===== src/sv/c2e_pkg.sv =====
`default_nettype none

package c2e_pkg;

  // Year of the epoch and the leap days counted in years 1..1969.
  localparam logic [11:0] EpochYear        = 12'd1970;
  localparam logic [19:0] LeapsBeforeEpoch = 20'd477;

  // Range of years accepted as valid.
  localparam logic [11:0] YearMin = 12'd2000;
  localparam logic [11:0] YearMax = 12'd2099;

  localparam logic [8:0]  DaysPerYear = 9'd365;
  localparam logic [16:0] SecsPerDay  = 17'd86400;
  localparam logic [11:0] SecsPerHour = 12'd3600;
  localparam logic [5:0]  SecsPerMin  = 6'd60;

  // floor(n / 100) == (n * 5243) >> 19 holds for every n below 43690.
  localparam logic [12:0] Recip100      = 13'd5243;
  localparam int unsigned Recip100Shift = 19;

  localparam logic [3:0] MonthsPerYear = 4'd12;

  // Result of the calendar stage, handed to the final multiply stage.
  typedef struct packed {
    logic [19:0] days;        // whole days before the given date
    logic [31:0] tod;         // (day - 1) days plus time of day, in seconds
    logic        date_valid;
  } c2e_mid_t;

  // Quotient of a 12-bit value by 100, by reciprocal multiplication.
  function automatic logic [5:0] div100(input logic [11:0] n);
    logic [24:0] p;
    p = {13'b0, n} * {12'b0, Recip100};
    return p[Recip100Shift +: 6];
  endfunction

  // Days before the first of a month, for months already elapsed (0 to 12).
  function automatic logic [8:0] days_before_month(input logic leap,
                                                   input logic [3:0] months);
    logic [8:0] d;
    case (months)
      4'd0:    d = 9'd0;
      4'd1:    d = 9'd31;
      4'd2:    d = 9'd59;
      4'd3:    d = 9'd90;
      4'd4:    d = 9'd120;
      4'd5:    d = 9'd151;
      4'd6:    d = 9'd181;
      4'd7:    d = 9'd212;
      4'd8:    d = 9'd243;
      4'd9:    d = 9'd273;
      4'd10:   d = 9'd304;
      4'd11:   d = 9'd334;
      default: d = 9'd365;
    endcase
    // From March on, a leap year has one more day behind it.
    if (leap && (months >= 4'd2)) begin
      d = d + 9'd1;
    end
    return d;
  endfunction

endpackage

`default_nettype wire


===== src/sv/c2e_if.sv =====
`default_nettype none

// Calendar date and time word.
interface c2e_in_if;
  logic        valid;
  logic        ready;
  logic [11:0] year;
  logic [3:0]  month;
  logic [4:0]  day;
  logic [4:0]  hour;
  logic [5:0]  minute;
  logic [5:0]  second;
  logic [2:0]  weekday;

  modport source (output valid, year, month, day, hour, minute, second, weekday,
                  input ready);
  modport sink   (input valid, year, month, day, hour, minute, second, weekday,
                  output ready);
endinterface

// Epoch seconds word.
interface c2e_out_if;
  logic        valid;
  logic        ready;
  logic [31:0] epoch_seconds;
  logic        date_valid;

  modport source (output valid, epoch_seconds, date_valid, input ready);
  modport sink   (input valid, epoch_seconds, date_valid, output ready);
endinterface

`default_nettype wire


===== src/sv/c2e_days.sv =====
`default_nettype none

// Whole days from the epoch to the first day of the given month.
module c2e_days (
  input  wire logic [11:0] year,
  input  wire logic [3:0]  month,
  output logic      [19:0] days
);

  logic [11:0] year_m1;
  logic [11:0] whole;
  logic [5:0]  cent_prev;
  logic [5:0]  cent_cur;
  logic [19:0] leaps;
  logic [19:0] year_days;
  logic        leap;
  logic [3:0]  months;
  logic [11:0] cent_x100;

  always_comb begin
    year_m1 = year - 12'd1;
    whole   = year - c2e_pkg::EpochYear;

    // Leap years in 1970..year-1: n/4 - n/100 + n/400 with n = year-1,
    // less those before the epoch.
    cent_prev = c2e_pkg::div100(year_m1);
    leaps = {10'b0, year_m1[11:2]} - {14'b0, cent_prev} + {16'b0, cent_prev[5:2]}
            - c2e_pkg::LeapsBeforeEpoch;
    year_days = ({8'b0, whole} * {11'b0, c2e_pkg::DaysPerYear}) + leaps;
    if (year <= c2e_pkg::EpochYear) begin
      year_days = 20'd0;
    end

    // Gregorian rule for the given year itself.
    cent_cur  = c2e_pkg::div100(year);
    cent_x100 = {6'b0, cent_cur} * 12'd100;
    if (year[1:0] != 2'b00) begin
      leap = 1'b0;
    end else if (cent_x100 != year) begin
      leap = 1'b1;
    end else begin
      leap = (cent_cur[1:0] == 2'b00);
    end

    // Elapsed months; a month above twelve counts the whole year.
    months = (month == 4'd0) ? 4'd0 : (month - 4'd1);
    if (months > c2e_pkg::MonthsPerYear) begin
      months = c2e_pkg::MonthsPerYear;
    end

    days = year_days + {11'b0, c2e_pkg::days_before_month(leap, months)};
  end

endmodule

`default_nettype wire


===== src/sv/calendar_to_epoch_seconds.sv =====
// Converts one Gregorian calendar date and time per word into seconds since
// 1970-01-01 00:00:00 (modulo 2^32) plus a flag that says whether every field
// lies in its valid range (year 2000 to 2099, month 1 to 12, day 1 to 31,
// hour 0 to 23, minute and second 0 to 59, weekday 1 to 7). The weekday is
// only checked and never enters the count. The block takes one word per clock
// cycle while the output is not stalled and passes each word through the input
// register, then the calendar stage that counts the whole days and the seconds
// within the date, then the stage that scales the days to seconds with a single
// multiplier. Out-of-range fields are still converted at face value: a day of
// zero steps back one day, a month of zero adds no months and a month above
// twelve adds the whole year. Years up to 1970 add no year days. Both channels
// use a valid/ready handshake; when the output is stalled the three stages fill
// up before the input is held off.
`default_nettype none

module calendar_to_epoch_seconds (
  input  wire logic clk,
  input  wire logic rst_n,
  c2e_in_if.sink    in_ch,
  c2e_out_if.source out_ch
);

  // Input register.
  logic        s0_valid_r;
  logic [11:0] year_r;
  logic [3:0]  month_r;
  logic [4:0]  day_r;
  logic [4:0]  hour_r;
  logic [5:0]  minute_r;
  logic [5:0]  second_r;
  logic [2:0]  weekday_r;

  // Calendar stage register.
  logic               s1_valid_r;
  c2e_pkg::c2e_mid_t  mid_r;
  c2e_pkg::c2e_mid_t  mid_nxt;

  // Result register.
  logic        s2_valid_r;
  logic [31:0] epoch_seconds_r;
  logic        date_valid_r;
  logic [31:0] epoch_seconds_nxt;

  logic        s2_ready;
  logic        s1_ready;
  logic        s0_ready;
  logic [19:0] days;
  logic [36:0] day_secs;

  // A stage may take a new word when it is empty or its word moves on.
  assign s2_ready = !s2_valid_r || out_ch.ready;
  assign s1_ready = !s1_valid_r || s2_ready;
  assign s0_ready = !s0_valid_r || s1_ready;

  assign in_ch.ready = s0_ready;

  always_ff @(posedge clk) begin
    if (!rst_n) begin
      s0_valid_r <= 1'b0;
    end else if (s0_ready) begin
      s0_valid_r <= in_ch.valid;
    end
    if (in_ch.valid && s0_ready) begin
      year_r    <= in_ch.year;
      month_r   <= in_ch.month;
      day_r     <= in_ch.day;
      hour_r    <= in_ch.hour;
      minute_r  <= in_ch.minute;
      second_r  <= in_ch.second;
      weekday_r <= in_ch.weekday;
    end
  end

  c2e_days u_days (
    .year  (year_r),
    .month (month_r),
    .days  (days)
  );

  // Seconds within the date: (day - 1) whole days, then the time of day.
  // A day of zero wraps back one day modulo 2^32.
  always_comb begin
    mid_nxt.days = days;
    mid_nxt.tod  = ({27'b0, day_r}    * {15'b0, c2e_pkg::SecsPerDay})
                 + ({27'b0, hour_r}   * {20'b0, c2e_pkg::SecsPerHour})
                 + ({26'b0, minute_r} * {26'b0, c2e_pkg::SecsPerMin})
                 + {26'b0, second_r}
                 - {15'b0, c2e_pkg::SecsPerDay};
    mid_nxt.date_valid = (second_r <= 6'd59) && (minute_r <= 6'd59) &&
                         (hour_r <= 5'd23) &&
                         (year_r >= c2e_pkg::YearMin) &&
                         (year_r <= c2e_pkg::YearMax) &&
                         (month_r != 4'd0) &&
                         (month_r <= c2e_pkg::MonthsPerYear) &&
                         (day_r != 5'd0) &&
                         (weekday_r != 3'd0);
  end

  always_ff @(posedge clk) begin
    if (!rst_n) begin
      s1_valid_r <= 1'b0;
    end else if (s1_ready) begin
      s1_valid_r <= s0_valid_r;
    end
    if (s0_valid_r && s1_ready) begin
      mid_r <= mid_nxt;
    end
  end

  // Scale the whole days to seconds and add the seconds within the date.
  always_comb begin
    day_secs          = {17'b0, mid_r.days} * {20'b0, c2e_pkg::SecsPerDay};
    epoch_seconds_nxt = day_secs[31:0] + mid_r.tod;
  end

  always_ff @(posedge clk) begin
    if (!rst_n) begin
      s2_valid_r <= 1'b0;
    end else if (s2_ready) begin
      s2_valid_r <= s1_valid_r;
    end
    if (s1_valid_r && s2_ready) begin
      epoch_seconds_r <= epoch_seconds_nxt;
      date_valid_r    <= mid_r.date_valid;
    end
  end

  assign out_ch.valid         = s2_valid_r;
  assign out_ch.epoch_seconds = epoch_seconds_r;
  assign out_ch.date_valid    = date_valid_r;

endmodule

`default_nettype wire

===== src/flat_wrapper.sv =====
// flat-port wrapper written by rule: the top's interface ports become plain ports
module calendar_to_epoch_seconds_flat 
  (clk, rst_n, in_ch_valid, in_ch_year, in_ch_month, in_ch_day, in_ch_hour, in_ch_minute, in_ch_second, in_ch_weekday, in_ch_ready, out_ch_valid, out_ch_epoch_seconds, out_ch_date_valid, out_ch_ready);
  c2e_in_if in_ch_i ();
  c2e_out_if out_ch_i ();
  input  wire logic clk;
  input  wire logic rst_n;
  input wire logic [$bits(in_ch_i.valid)-1:0] in_ch_valid;
  input wire logic [$bits(in_ch_i.year)-1:0] in_ch_year;
  input wire logic [$bits(in_ch_i.month)-1:0] in_ch_month;
  input wire logic [$bits(in_ch_i.day)-1:0] in_ch_day;
  input wire logic [$bits(in_ch_i.hour)-1:0] in_ch_hour;
  input wire logic [$bits(in_ch_i.minute)-1:0] in_ch_minute;
  input wire logic [$bits(in_ch_i.second)-1:0] in_ch_second;
  input wire logic [$bits(in_ch_i.weekday)-1:0] in_ch_weekday;
  output wire logic [$bits(in_ch_i.ready)-1:0] in_ch_ready;
  output wire logic [$bits(out_ch_i.valid)-1:0] out_ch_valid;
  output wire logic [$bits(out_ch_i.epoch_seconds)-1:0] out_ch_epoch_seconds;
  output wire logic [$bits(out_ch_i.date_valid)-1:0] out_ch_date_valid;
  input wire logic [$bits(out_ch_i.ready)-1:0] out_ch_ready;
  assign in_ch_i.valid = in_ch_valid;
  assign in_ch_i.year = in_ch_year;
  assign in_ch_i.month = in_ch_month;
  assign in_ch_i.day = in_ch_day;
  assign in_ch_i.hour = in_ch_hour;
  assign in_ch_i.minute = in_ch_minute;
  assign in_ch_i.second = in_ch_second;
  assign in_ch_i.weekday = in_ch_weekday;
  assign in_ch_ready = in_ch_i.ready;
  assign out_ch_valid = out_ch_i.valid;
  assign out_ch_epoch_seconds = out_ch_i.epoch_seconds;
  assign out_ch_date_valid = out_ch_i.date_valid;
  assign out_ch_i.ready = out_ch_ready;
  calendar_to_epoch_seconds u_core (.clk(clk), .rst_n(rst_n), .in_ch(in_ch_i), .out_ch(out_ch_i));
endmodule

===== config.mk =====
export PLATFORM = sky130hd
export DESIGN_NAME = calendar_to_epoch_seconds_flat
export DESIGN_NICKNAME = d
export VERILOG_FILES = /design/src/sv/c2e_pkg.sv /design/src/sv/c2e_if.sv /design/src/sv/c2e_days.sv /design/src/sv/calendar_to_epoch_seconds.sv /design/src/flat_wrapper.sv
export SDC_FILE = /design/constraint.sdc
export NUM_CORES = 1
export LEC_CHECK = 0
export BUFFER_PORTS_ARGS = -buffer_cell sky130_fd_sc_hd__buf_4
export CORE_MARGIN = 2
export CORE_UTILIZATION = 55
export CTS_BUF_LIST = sky130_fd_sc_hd__clkbuf_8
export CTS_CLUSTER_SIZE = 28
export DETAILED_ROUTE_END_ITERATION = 8
export GPL_ROUTABILITY_DRIVEN = 0
export GPL_TIMING_DRIVEN = 0
export PLACE_DENSITY_LB_ADDON = 0.08
export SYNTH_ARGS = -nofsm -noshare
export SYNTH_HDL_FRONTEND = slang
export SYNTH_HIERARCHICAL = 1
export SYNTH_SLANG_ARGS = --single-unit

===== constraint.sdc =====
create_clock -name clk -period 12.2 [get_ports clk]
set_input_delay 3.05 -clock clk [delete_from_list [all_inputs] [get_ports clk]]
set_output_delay 3.05 -clock clk [all_outputs]
set_load 0.005 [all_outputs]

======== Word level (Yosys, flattened, before mapping) ========
Memories as Yosys holds them, arrays and structs flattened.
Cells that the tools add are included.
storage, ports and cells
  RAM bits ................................ 0
  memory bits (read-only) ................. 144
  logic and storage cells ................. 78
  memories ................................ 1
  register bits after elaboration ......... 130
  bits in latches ......................... 0
  input port bits ......................... 45
memory list
  memory           words  bits a word  rd ports  clocked after memory_dff  wr ports  line           RTL
  (no name shown)  16     9            1         0                         0         c2e_pkg.sv:42  case (months)
operators by class
  divide/modulo/power cells ............... 0
  $lt $le $gt $ge ......................... 9
  $add $sub $neg .......................... 14
  bitwise gates (word level) .............. 0
  mux-type cells .......................... 6
  shift-type cells ........................ 0
  reductions and logical operators ........ 24
  eq/ne operators ......................... 1
  multiply operators ...................... 8
operator list
  kind                                                                                    count
  12-bit by 13-bit multiplier with 25-bit output (second input constant)                  2
  32-bit by 12-bit adder with 32-bit output                                               1
  32-bit adder                                                                            1
  32-bit by 6-bit adder with 32-bit output                                                1
  32-bit by 17-bit subtractor with 32-bit output (second input constant)                  1
  20-bit by 10-bit multiplier with 25-bit output (second input constant)                  1
  22-bit by 17-bit adder with 23-bit output                                               1
  20-bit adder                                                                            1
  20-bit by 9-bit adder with 20-bit output                                                1
  12-bit by 9-bit multiplier with 20-bit output (second input constant)                   1
  20-bit two-way mux                                                                      1
  5-bit by 10-bit multiplier with 15-bit output (second input constant)                   1
  5-bit by 8-bit multiplier with 13-bit output (second input constant)                    1
  12-bit by 10-bit subtractor with 13-bit output (second input constant)                  1
  11-bit by 5-bit adder with 12-bit output                                                1
  12-bit by 11-bit greater-or-equal comparator with 1-bit output (second input constant)  1
  12-bit by 11-bit <= comparator with 1-bit output (second input constant)                1
  12-bit <= comparator (second input constant)                                            1
  6-bit <= comparator (second input constant)                                             2
  1-bit logical AND                                                                       12
  12-bit inequality test                                                                  1
  12-bit by 1-bit subtractor with 12-bit output (second input constant)                   1
  12-bit by 11-bit subtractor with 12-bit output (second input constant)                  1
  10-bit by 6-bit subtractor with 11-bit output                                           1
  other kinds (19)                                                                        25

======== Logic depth before layout (Yosys ltp) ========
  depth in word-level cells ............... 9
  gate-level depth with buffers ........... 59
  depth with buffers taken out ............ 58

======== Modules after synthesis ========
The synthesis kept the hierarchy.
modules (own cells, without submodules)
  module                     seq. area each (µm²)  area each (µm²)  cells an instance  instances
  c2e_days                   0.0                   10825.4          1234               1
  calendar_to_epoch_seconds  3693.5                10821.6          977                1

======== Worst setup path after synthesis ========
No wires, ideal clock.
  path kind ............................... register to register
  from .................................... reg u_core.year_r[1]
  to ...................................... reg u_core/mid_r[52] in the netlist's numbering, data pin
  data required time ...................... 12.051 ns
  stages on the path, launching flop included .. 51
  arrival ................................. 11.945 ns
  slack ................................... 0.106 ns
  buffers on the path ..................... 0
  cell sequence ........................... edfxtp_1 > inv_1 > ha_1 > inv_1 > a21oi_2 > o21ai_1 > xnor2_1 > inv_1 > fa_1 > inv_1 > fa_1 > inv_1 > ha_1 > fa_1 > inv_1 > fa_1 > inv_1 > ha_1 > [15 not listed] > a21oi_1 > xnor2_1 > ha_1 > o31a_1 > o41ai_4 > inv_1 > fa_1 > ha_1 > nor2b_1 > o21ai_0 > a31oi_1 > xor2_1 > nand2_1 > nor4_1 > nand4_1 > xnor2_1 > or2_2 > mux2i_1
between the ends
  word-level cells in the longest chain between the ends .. 8
  elaborated cells on any way between the ends .. 20
ends and longest elaborated chain
  item                                                                                                             line                              RTL
  from (decl)                                                                                                      calendar_to_epoch_seconds.sv:25   logic [11:0] year_r;
  from (signal assigned)                                                                                           calendar_to_epoch_seconds.sv:64   year_r <= in_ch.year;
  12-bit by 1-bit subtractor with 12-bit output or 12-bit by 13-bit multiplier with 25-bit output (tied branches)  c2e_days.sv:21, c2e_pkg.sv:34
  12-bit by 13-bit multiplier with 25-bit output or 6-bit by 5-bit multiplier with 10-bit output (tied branches)   c2e_pkg.sv:34, c2e_days.sv:36
  10-bit by 6-bit subtractor with 11-bit output or 12-bit inequality test (tied branches)                          c2e_days.sv:27, c2e_days.sv:39
  11-bit by 5-bit adder with 12-bit output or 1-bit two-way mux (tied branches)                                    c2e_days.sv:27, c2e_days.sv:39
  12-bit by 10-bit subtractor with 13-bit output or 1-bit two-way mux (tied branches)                              c2e_days.sv:28, c2e_days.sv:37
  20-bit adder or 1-bit logical AND (tied branches)                                                                c2e_days.sv:29, c2e_pkg.sv:58
  20-bit two-way mux or 9-bit two-way mux (tied branches)                                                          c2e_days.sv:30, c2e_pkg.sv:58
  20-bit by 9-bit adder with 20-bit output *                                                                       c2e_days.sv:51                    days = year_days + {11'b0, c2e_pkg::days_before_month(leap, months)};
  net u_core.days[19]                                                                                              calendar_to_epoch_seconds.sv:47   logic [19:0] days;
  to (signal assigned)                                                                                             calendar_to_epoch_seconds.sv:106  mid_r <= mid_nxt;
  to (decl)                                                                                                        calendar_to_epoch_seconds.sv:35   c2e_pkg::c2e_mid_t mid_r;
The timed path passes the listed nets; every way through them passes the cells marked *.
A chain may end at the register's enable or synchronous reset.

======== Worst setup path after layout ========
Same ends and word-level chain as after synthesis.

==> run summary <==
Area of the core: 38700 um^2
Die W: 202 um
Routed Antenna Nets: 0
Busiest grt layer: met2
Largest net degree at the start of global routing: 28
Worst slew pin tran: 0.923 ns
CP endpoint: u_core/mid_r[52]$_DFFE_PP_
Wire length per cell: 15.6 um
Htree depth: 4
Number of global-route vias before repair: 15949
Slowest cell on crit path: fa_1
Post-Syn Instances: 2211
Routing usage on met2: 0.424
Slew Viols, Final: 0
Most common flop cell mapped by yosys: edfxtp_1
Num CTS Buffers: 17
R2r setup slk: 0.26 ns
CTS tree: built
CP max stage delay: 0.61 ns
GR Layer Usage met1: 0.279
Tmin final: 11.94 ns
Vias post-DR: 15557
Setup violations, final: 0
Port bufs: 79
CP Launch Type: register
CP most frequent cell: fa_1
# diodes: 0
First-pass GRT wire length: 75900 um
CP arrival: 12.23 ns
Row count: 72
CP endpoint kind: register
Clock sink total: 124
Run status: completed
Worst r2r src: u_core/year_r[1]$_DFFE_PP_
Synth Register Bits: 124
Final cell count without fillers: 2926
Post-synth top area share: 0.276
Layout Skew: 0.0316 ns
FFs w/ async S/R, synth: 0
Synth-to-layout area growth: 14.9%
Origin of the worst setup path: u_core/year_r[1]$_DFFE_PP_
CTS root buffer: clkbuf_8
Mapped Area: 21600 um^2
CTS Buffer Depth: 2
Period utilization: 0.979
WP data required: 12.48 ns
Worst min-delay path class: reg -> reg
Setup_tns: 0 ns
Met3 Track Usage GR: 0.0187
RR Endpoint: u_core/mid_r[52]$_DFFE_PP_
Reg2Reg Depth: 48
Detailed-route DRC error count: 0
Tot GR Track Use: 0.229
RSZ-0062 raised after global routing: yes
Crit-path max FO: 6
Hold-fix buffers, CTS: 0
Die area: 41000 um^2
Slew headroom: 0.378
Starting density of the core: 0.559
Layout Nets: 3123
Initial DRC count: 636
EDFF count, synth: 121
Final HPWL from detailed placement: 37300 um
Clock Latency Late Sink: 0.46 ns
Cells after DPL: 2812
Drt first pass iters: 6
Setup CP Type: reg -> reg
Max cap viols: 0
Max Clk Rate: 83.7 MHz
Largest cells by area after synthesis: ha_1 (28%), fa_1 (19%), edfxtp_1 (17%)
Layout cells sized above 1: 0.142
Syn avg cell area: 9.79 um^2
Largest area contributor in the netlist: ha_1
I/O pins: 80
Initial antenna violation count: 0
Sequential area share after synthesis: 0.171
Post-Syn Nets: 2939
Filler instances: 3202
Top cells by count, synth: ha_1 (478), inv_1 (468), fa_1 (205), xnor2_1 (139), edfxtp_1 (121)
Vias/cell: 5.32
GRT Residual Overflow: 0
Yosys cell types: 87
Drt total wl: 45800 um
Clock-pin slew of the registers on the worst-case setup and hold paths: 0.11 ns
Yosys warns: 6
Chip height: 202 um
Count leader, synth: ha_1
Final hold vios: 0
==> final cells by class <==
type / instances / area, um^2 / share of cell area
multi-input cells: 1604 / 17000 / 0.682
flip-flops and latches: 124 / 3690 / 0.148
inverters: 468 / 1780 / 0.0714
repair buffers: 166 / 1320 / 0.0532
well taps: 518 / 648 / 0.0261
clock buffers: 17 / 234 / 0.00940
clock inverters: 15 / 179 / 0.00719
plain buffers: 14 / 67.6 / 0.00272
==> registers in the layout, summed over array words and instances (netlist names) <==
| name | count |
|---|---|
| u_core/day_r | 5 |
| u_core/hour_r | 5 |
| u_core/mid_r | 47 |
| u_core/minute_r | 6 |
| u_core/month_r | 4 |
| u_core/out_ch.date_valid | 1 |
| u_core/out_ch.epoch_seconds | 32 |
| u_core/out_ch.valid | 1 |
| u_core/s0_valid_r | 1 |
| u_core/s1_valid_r | 1 |
| u_core/second_r | 6 |
| u_core/weekday_r | 3 |
| u_core/year_r | 12 |
==> timing repair <==
| action | CTS | global route |
|---|---|---|
| endpoints found under the setup margin | 14 | 11 |
| buffers inserted | 30 | 53 |
| pin swaps | 28 | 87 |
| resized for setup | 70 | 83 |
==> cell families (layout without fill, tap and decap cells) <==
| family | after synthesis | in the layout | share of synthesized area |
|---|---|---|---|
| buffers and inverters | 483 | 680 | 0.0839 |
| AND/OR/NAND/NOR | 350 | 350 | 0.0816 |
| XOR/XNOR | 194 | 194 | 0.0795 |
| multiplexers | 9 | 9 | 0.00480 |
| adder cells (fa/ha/maj) | 688 | 688 | 0.468 |
| flip-flops | 124 | 124 | 0.171 |
| AO/OA/AOI/OAI | 363 | 363 | 0.111 |
==> cell usage in the layout, fill, tap and decap left out, types with 6 or more instances in the layout <==
master and count:
o21ai_0 38, o31ai_1 10, ha_1 460, fa_1 203
nand2b_1 17, nor3_1 25, a31oi_1 20, clkbuf_1 11
mux2i_1 7, or2_2 6, nand2_1 71, o21ai_1 13
xnor2_4 9, buf_4 161, nand3_1 39, nand4_1 14
ha_4 15, edfxtp_1 121, nand3b_1 7, xnor2_2 11
a21o_1 57, nor2_1 86, and2_1 12, clkbuf_8 17
xnor2_1 120, a21oi_1 100, and3_1 10, xor2_1 48
o211ai_1 8, a21oi_2 11, inv_2 6, o21bai_1 18
inv_1 456, o21a_1 10, nor2b_1 11
==> critical path, delay by kind of cell (launching register included) <==
family,cells,cell delay [ns]
flip-flops,1,0.50
XOR/XNOR,5,1.05
AO/OA/AOI/OAI,9,2.16
multiplexers,1,0.14
AND/OR/NAND/NOR,11,1.58
adder cells (fa/ha/maj),14,5.45
buffers and inverters,8,0.87
==> through the flow <==
step | setup slack [ns] | hold WS [ns] | cell area, um^2 | utilization
floorplan | 0.106 | 0.400 | 21600 | -
global placement | -2.24 | 0.402 | 22900 | 0.591
detailed placement | -2.35 | 0.408 | 23000 | 0.594
CTS | 0.00566 | 0.425 | 24000 | 0.620
global route | -0.188 | 0.428 | 24900 | 0.642
finish | 0.255 | 0.427 | 24900 | 0.642
==> how the worst min path moves through the flow <==
stage	startpoint	end	slack (ns)	cells past startpoint
CTS	u_core/second_r[1]$_DFFE_PP_	u_core/mid_r[2]$_DFFE_PP_	0.43	0
finish	u_core/second_r[0]$_DFFE_PP_	u_core/mid_r[1]$_DFFE_PP_	0.43	0
floorplan	u_core/second_r[0]$_DFFE_PP_	u_core/mid_r[1]$_DFFE_PP_	0.40	0
global route	u_core/second_r[0]$_DFFE_PP_	u_core/mid_r[1]$_DFFE_PP_	0.43	0
detailed placement	u_core/mid_r[2]$_DFFE_PP_	u_core/out_ch.epoch_seconds[1]$_DFFE_PP_	0.41	0
global placement	u_core/second_r[1]$_DFFE_PP_	u_core/mid_r[2]$_DFFE_PP_	0.40	0
==> per-layer routing <==
metal	share of wire	wire length [um]	up-vias
li1	-	-	7815
met1	0.43	19600	7445
met2	0.52	23600	224
met3	0.021	964	73
met4	0.034	1580	0
met5	0	0	-
Power is not shown: default switching activity piles up to over one toggle a cycle in this logic, so the estimate is an artifact.
